File: src/pvh_pkg.sv
package pvh_pkg;

	// Fixed field widths.
	localparam int COORD_W   = 32;
	localparam int STEP_W    = 32;
	localparam int COUNT_W   = 16;
	localparam int INDEX_W   = 15;
	localparam int BIN_W     = 8;
	localparam int CFG_IDX_W = 3;
	localparam int CFG_W     = 32;
	localparam int PROD_W    = 64;
	localparam int FRAC_W    = 16;
	localparam int MUL_CNT_W = 3;

	// Count store depth and saturation value.
	localparam int STORE_DEPTH = 32768;
	localparam logic [COUNT_W-1:0] COUNT_MAX = 16'hFFFF;

	// Default grid size on each axis.
	localparam int DEF_SIZE_X = 32;
	localparam int DEF_SIZE_Y = 32;
	localparam int DEF_SIZE_Z = 32;

	// Configuration register reset values.
	localparam logic [CFG_W-1:0] MIN_RESET  = 32'd0;
	localparam logic [CFG_W-1:0] STEP_RESET = 32'd65536;

	// Action codes of an input word.
	typedef enum logic [1:0] {
		ACT_CLEAR = 2'd0,
		ACT_ADD   = 2'd1,
		ACT_READ  = 2'd2,
		ACT_NOP   = 2'd3
	} action_t;

	// Configuration register indexes.
	typedef enum logic [CFG_IDX_W-1:0] {
		REG_MIN_X  = 3'd0,
		REG_MIN_Y  = 3'd1,
		REG_MIN_Z  = 3'd2,
		REG_STEP_X = 3'd3,
		REG_STEP_Y = 3'd4,
		REG_STEP_Z = 3'd5
	} cfg_reg_t;

	// Axis select for the shared multiplier.
	typedef enum logic [1:0] {
		AX_X = 2'd0,
		AX_Y = 2'd1,
		AX_Z = 2'd2
	} axis_t;

	// Commands from the controller to the datapath.
	typedef struct packed {
		logic  accept;
		logic  clr_start;
		logic  clr_step;
		logic  mul_issue;
		axis_t mul_axis;
		logic  idx1;
		logic  idx2;
		logic  rd;
		logic  upd;
		logic  out_load;
	} dp_cmd_t;

	// Status from the datapath to the controller.
	// in_act is the action of the word on the input port, act the captured one.
	typedef struct packed {
		action_t in_act;
		action_t act;
		logic    clr_last;
	} dp_stat_t;

endpackage

File: src/pvh_ctrl.sv
module pvh_ctrl
	import pvh_pkg::*;
(
	input  logic     clk,
	input  logic     arst_n,
	input  logic     in_valid,
	output logic     in_stall,
	output logic     out_valid,
	input  logic     out_stall,
	input  dp_stat_t stat,
	output dp_cmd_t  cmd
);

	typedef enum logic [3:0] {
		S_IDLE,
		S_CLR,
		S_MUL,
		S_IDX1,
		S_IDX2,
		S_RD,
		S_UPD,
		S_FIN
	} state_t;

	state_t               state_q;
	logic                 init_q;
	logic [MUL_CNT_W-1:0] mul_cnt_q;
	logic                 out_valid_q;
	logic                 accept;
	logic                 out_free;

	assign in_stall  = (state_q != S_IDLE);
	assign out_valid = out_valid_q;
	assign accept    = in_valid && (state_q == S_IDLE);
	assign out_free  = !out_valid_q || !out_stall;

	// Commands decoded from the current state.
	always_comb begin
		cmd           = '0;
		cmd.mul_axis  = AX_X;
		cmd.accept    = accept;
		cmd.clr_start = accept && (stat.in_act == ACT_CLEAR);
		case (state_q)
			S_CLR: begin
				cmd.clr_step = 1'b1;
			end
			S_MUL: begin
				cmd.mul_issue = (mul_cnt_q < MUL_CNT_W'(3));
				case (mul_cnt_q)
					MUL_CNT_W'(1): cmd.mul_axis = AX_Y;
					MUL_CNT_W'(2): cmd.mul_axis = AX_Z;
					default:       cmd.mul_axis = AX_X;
				endcase
			end
			S_IDX1: cmd.idx1 = 1'b1;
			S_IDX2: cmd.idx2 = 1'b1;
			S_RD:   cmd.rd   = 1'b1;
			S_UPD:  cmd.upd  = 1'b1;
			S_FIN:  cmd.out_load = out_free;
			default: begin
			end
		endcase
	end

	// State, sequencing counter and output valid.
	always_ff @(posedge clk or negedge arst_n) begin
		if (!arst_n) begin
			state_q     <= S_CLR;
			init_q      <= 1'b1;
			mul_cnt_q   <= '0;
			out_valid_q <= 1'b0;
		end else begin
			if (cmd.out_load) begin
				out_valid_q <= 1'b1;
			end else if (out_valid_q && !out_stall) begin
				out_valid_q <= 1'b0;
			end
			case (state_q)
				S_IDLE: begin
					if (accept) begin
						mul_cnt_q <= '0;
						case (stat.in_act)
							ACT_CLEAR: state_q <= S_CLR;
							ACT_ADD:   state_q <= S_MUL;
							ACT_READ:  state_q <= S_RD;
							default:   state_q <= S_FIN;
						endcase
					end
				end
				S_CLR: begin
					if (stat.clr_last) begin
						state_q <= init_q ? S_IDLE : S_FIN;
						init_q  <= 1'b0;
					end
				end
				S_MUL: begin
					// Three axes issued, then the multiplier drains before the index steps.
					if (mul_cnt_q == MUL_CNT_W'(4)) begin
						state_q <= S_IDX1;
					end else begin
						mul_cnt_q <= mul_cnt_q + MUL_CNT_W'(1);
					end
				end
				S_IDX1: state_q <= S_IDX2;
				S_IDX2: state_q <= S_RD;
				S_RD:   state_q <= (stat.act == ACT_ADD) ? S_UPD : S_FIN;
				S_UPD:  state_q <= S_FIN;
				S_FIN: begin
					if (out_free) begin
						state_q <= S_IDLE;
					end
				end
				default: state_q <= S_IDLE;
			endcase
		end
	end

endmodule

File: config.mk
export PLATFORM = sky130hd
export DESIGN_NAME = pvh_ctrl
export DESIGN_NICKNAME = d
export VERILOG_FILES = /design/src/pvh_pkg.sv /design/src/pvh_ctrl.sv
export SDC_FILE = /design/constraint.sdc
export NUM_CORES = 1
export LEC_CHECK = 0
export ABC_AREA = 0
export BUFFER_PORTS_ARGS = -buffer_cell sky130_fd_sc_hd__buf_2
export CORE_AREA = 5 5 42 44
export CTS_CLUSTER_DIAMETER = 30
export CTS_CLUSTER_SIZE = 10
export DETAILED_ROUTE_END_ITERATION = 16
export DIE_AREA = 0 0 47 49
export PLACE_DENSITY = 0.77
export SETUP_SLACK_MARGIN = 0.4
export SKIP_LAST_GASP = 1
export SYNTH_ARGS = -nofsm -noshare
export SYNTH_HDL_FRONTEND = slang
export SYNTH_SLANG_ARGS = --single-unit
File: constraint.sdc
create_clock -name clk -period 2.2 [get_ports clk]
set_input_delay 0.44 -clock clk [delete_from_list [all_inputs] [get_ports clk]]
set_output_delay 0.44 -clock clk [all_outputs]
set_load 0.05 [all_outputs]
Word level (Yosys, flattened, before mapping):

Index checks and enable logic that the tools add are counted.

* add/subtract/negate cells: 1
* $lt $le $gt $ge: 1
* reduce and logical (&&, ||, !) cells: 14
* muxes and demuxes: 21
* equal/unequal tests: 18

Operator list (count)
* $pmux W4 S8: 1
* $eq A4 B3 Y1 const B: 4
* $mux W4: 4
* $mux W3: 4
* $ne A2 B2 Y1 const B: 5
* $mux W1: 9
* $pmux W3 S3: 1
* $eq A4 B2 Y1 const B: 2
* $pmux W3 S2: 1
* $eq A2 B1 Y1 const B: 2
* $eq A4 B1 Y1 const B: 1
* $logic_not A4 Y1: 1
* $pmux W2 S2: 1
* $reduce_and A4 Y1: 1
* $reduce_bool A2 Y1: 2
* $reduce_bool A4 Y1: 1
* $add A3 B1 Y3 const B: 1
* $eq A3 B1 Y1 const B: 1
* $eq A3 B2 Y1 const B: 1
* $eq A3 B3 Y1 const B: 1
* $logic_and A1 B1 Y1: 3
* $lt A3 B2 Y1 const B: 1
* $reduce_and A3 Y1: 1
* $eq A2 B2 Y1 const B: 1
* other kinds (4): 5

* word-level logic and storage cells: 59
* bits of input ports: 9
* output and inout port bits: 13
* bits in registers: 9

Depth between registers and ports, before layout:

* depth in word-level cells: 4
* gate-level depth with buffers: 6
* gate-level depth less buffers: 6

Least setup slack after synthesis:

No wires, ideal clock.

* kind: reg2out
* start point: reg state_q[1]
* end point: out cmd[3] in the netlist's numbering
* required time: 1.760 ns
* stages on the path, launching flop included: 4
* data arrival time: 1.849 ns
* path slack: -0.089 ns
* buffers on the path: 2
* cells stage by stage: dfrtp_1 buf_2 buf_2 nor3b_1

RTL lines
* start: declaration: RTL line pvh_ctrl.sv:25 `state_t state_q;`
* start signal: assignment: RTL line pvh_ctrl.sv:92 `state_q <= init_q ? S_IDLE : S_FIN;`
* start signal: assignment: RTL line pvh_ctrl.sv:106 `S_RD: state_q <= (stat.act == ACT_ADD) ? S_UPD : S_FIN;`
* end: declaration: RTL line pvh_ctrl.sv:11 `output dp_cmd_t cmd`

Worst setup path in the final report:

* start point: reg state_q[2]
* end point: out in_stall

* longest elaborated chain between the ends: 1

RTL lines
* $reduce_bool A4 Y1: RTL line pvh_ctrl.sv:32 `assign in_stall = (state_q != S_IDLE);`
* end: declaration: RTL line pvh_ctrl.sv:7 `output logic in_stall,`

Every way passes these cells.

==> reports/metrics.yaml <==
status: "finished clean"
min_path_type: "in -> async"
maxCapViolCount: 0
path_cells: "buf_6, or3_4, buf_6"
required_ns: 1.76
fin_worst_skew_ns: 0.001525
synth_top_area_cell: "dfrtp_1"
cts.clk_slew.worst_paths_ns: 0.05
crit_path_end_kind: "output port"
slew_headroom: 0.7688
cp_common_cell: "buf_6"
antenna_found_initial: 0
cts_tree: "built"
initial_core_util: 0.4429
syn_inst: 76
p_leak_nw: 0.4503
areaGrowthSynthToFinish_pct: 56.05
syn_area_per_cell_sq_um: 8.166
root_buffer: "clkbuf_4"
tightest_slew_ns: 0.3423
die_h_um: 49
synth_ff_type: "dfrtp_1"
drt_iter0_markers: 7
rsz0062_at_grt: "true"
synth_commonest_cells: "nand2_1 (8), nor2_1 (8), inv_1 (7), dfrtp_1 (6)"
synthTopCellsByArea: "dfrtp_1 (24%), dfstp_2 (8.5%), ha_1 (8.1%)"
fp-row-count: 14
rr_startpoint: "state_q[0]"
htree_num_levels: 1
fmax_ghz: 0.5510
grt_pass1_vias: 609
ys_types: 32
cp_max_fo: 6
io_pins: 22
avgViaCountPerCell: 5.192
start_kind: "flop"
ir_drop_mv: 1.077
portBuffers: 21
layoutNonFillerInstCount: 125
cp.arrival_ns: 1.37
synth_top_area_frac: 0.2419
min_period_ns: 1.815
avgRoutedWirePerCell_um: 12.74
hold_ws_ns: 0.01473
cp-startpoint: "state_q[2]"
cts_buffers: 3
track_usage: 0.1521
slowest_stage: "dfrtp_1"
final-setup-viol-count: 0
synth-seq-cells: 8
worstSetupPathType: "reg -> out"
crit_family: "flip-flops"
die_x_um: 47
gp_congestion: 0.7610
coreArea_sq_mm: 0.001401
drt-total-wl_um: 1593
finalSetupTns_ns: 0
syn_area_sq_um: 620.6
vias: 649
drc: 0
clock-sinks: 8
dp_cells: 110
synth-edff-count: 0
synthesis.nets: 89
clk_path_buf_depth: 2
first_pass_iters: 4
fin_crit_sh: 0.8250
ys_seq_area_frac: 0.3266
die-area_sq_mm: 0.002303
layout-drive-gt1-share: 0.4954
async_flop_share: 1.000
gr-total-overflow: 0
fillers: 113
hpwl_um: 1079
slew_viol_final: 0
fin_nets: 123
cp_slowest_stage_delay_ns: 0.43
drtAntennaViolNets: 0
hold_viol: 0
diodes: 0
synth-warning-count: 0
cellPowerDensity_mw_per_mm2: 1462
grt_pass1_wl_um: 2546
path_buf_inv: 2
insertion_delay_ns: 0.25
grt_max_degree: 14
## stage by stage
step                total power (W)    util  instance area (sq um)  setup slack [ns]
floorplan                 0.0009008       -                  659.4            0.2170
CTS                        0.001289  0.6196                  868.3            0.3613
detailed placement         0.001056  0.5518                  773.2            0.4840
global route               0.001524  0.6911                  968.4            0.3338
finish                     0.001416  0.6911                  968.4            0.3851
global placement           0.001039  0.5518                  773.2            0.5010
## flip-flops by register name, summed over array words and instances, names as in the netlist
| signal | cells |
|---|---|
| mul_cnt_q | 3 |
| out_valid | 1 |
| state_q | 3 |
| init_q | 1 |
## what timing repair did
item / in CTS / in global routing
gates cloned: 0 / 1
setup endpoints to repair: 12 / 13
setup buffers: 5 / 5
pin swaps: 0 / 3
gates resized for setup: 13 / 14
hold buffers: 0 / 0
## kinds of logic (layout without fill, tap and decap cells)
| family | count (synthesis) | after routing | share of synthesized area |
|---|---|---|---|
| buffers and inverters | 12 | 45 | 0.08468 |
| XOR/XNOR | 1 | 1 | 0.01412 |
| AND/OR/NAND/NOR | 35 | 35 | 0.2984 |
| adder cells (fa/ha/maj) | 4 | 4 | 0.08065 |
| flip-flops | 8 | 8 | 0.3266 |
| AO/OA/AOI/OAI | 16 | 16 | 0.1956 |
## worst reg2reg max path, stage by stage (launching register included)
cell       delay, ns
dfstp_2         0.62
buf_4           0.17
buf_4           0.15
nor2b_1         0.07
a2111oi_4       0.26
o41ai_2         0.13
o41ai_1         0.08
## placed cells by master (no fill, tap or decap), drive strengths merged, types with 2 or more instances in the layout
master	n
ha	4
a21boi	2
nor2b	4
dfstp	2
nor2	9
nand3	4
inv	7
nand2	8
clkbuf	6
a21oi	3
buf	32
dfrtp	6
nand4	2
o21ai	5
o41ai	2
## worst paths after layout
kind / slack (ns) / end / depth (start not counted)
worst max register to register: 0.60 / state_q[0] / 6
worst max-delay path: 0.39 / in_stall / 3
worst min register to register: 0.49 / init_q / 1
min in group clk: 0.41 / init_q / 2
worst min-delay path: 0.01 / state_q[2] / 1
max in group asynchronous: 1.95 / state_q[0] / 1
## power breakdown
part	switching, W	total (W)	leakage, nW	internal, W
Combinational	0.000584	0.000982	0.347	0.000398
Clock	0.0000473	0.000117	0.0150	0.0000692
Sequential	0.0000985	0.000317	0.0884	0.000219
## metal layers
| metal | up-vias | share of wire | track usage |
|---|---|---|---|
| li1 | 329 | - | - |
| met1 | 290 | 0.44 | 0.2217 |
| met2 | 23 | 0.44 | 0.2014 |
| met3 | 7 | 0.071 | 0.01107 |
| met4 | 0 | 0.041 | 0.1106 |
| met5 | - | 0 | 0 |
## cell type report
class	count	area (sq um)	area share
clock buffer	4	26.28	0.02713
inverter	7	26.28	0.02713
multi-input combinational	56	436.7	0.4509
sequential	8	203.9	0.2106
tap	16	20.02	0.02067
timing repair buffer	34	255.2	0.2636
Power figures use the tool's default switching activity.
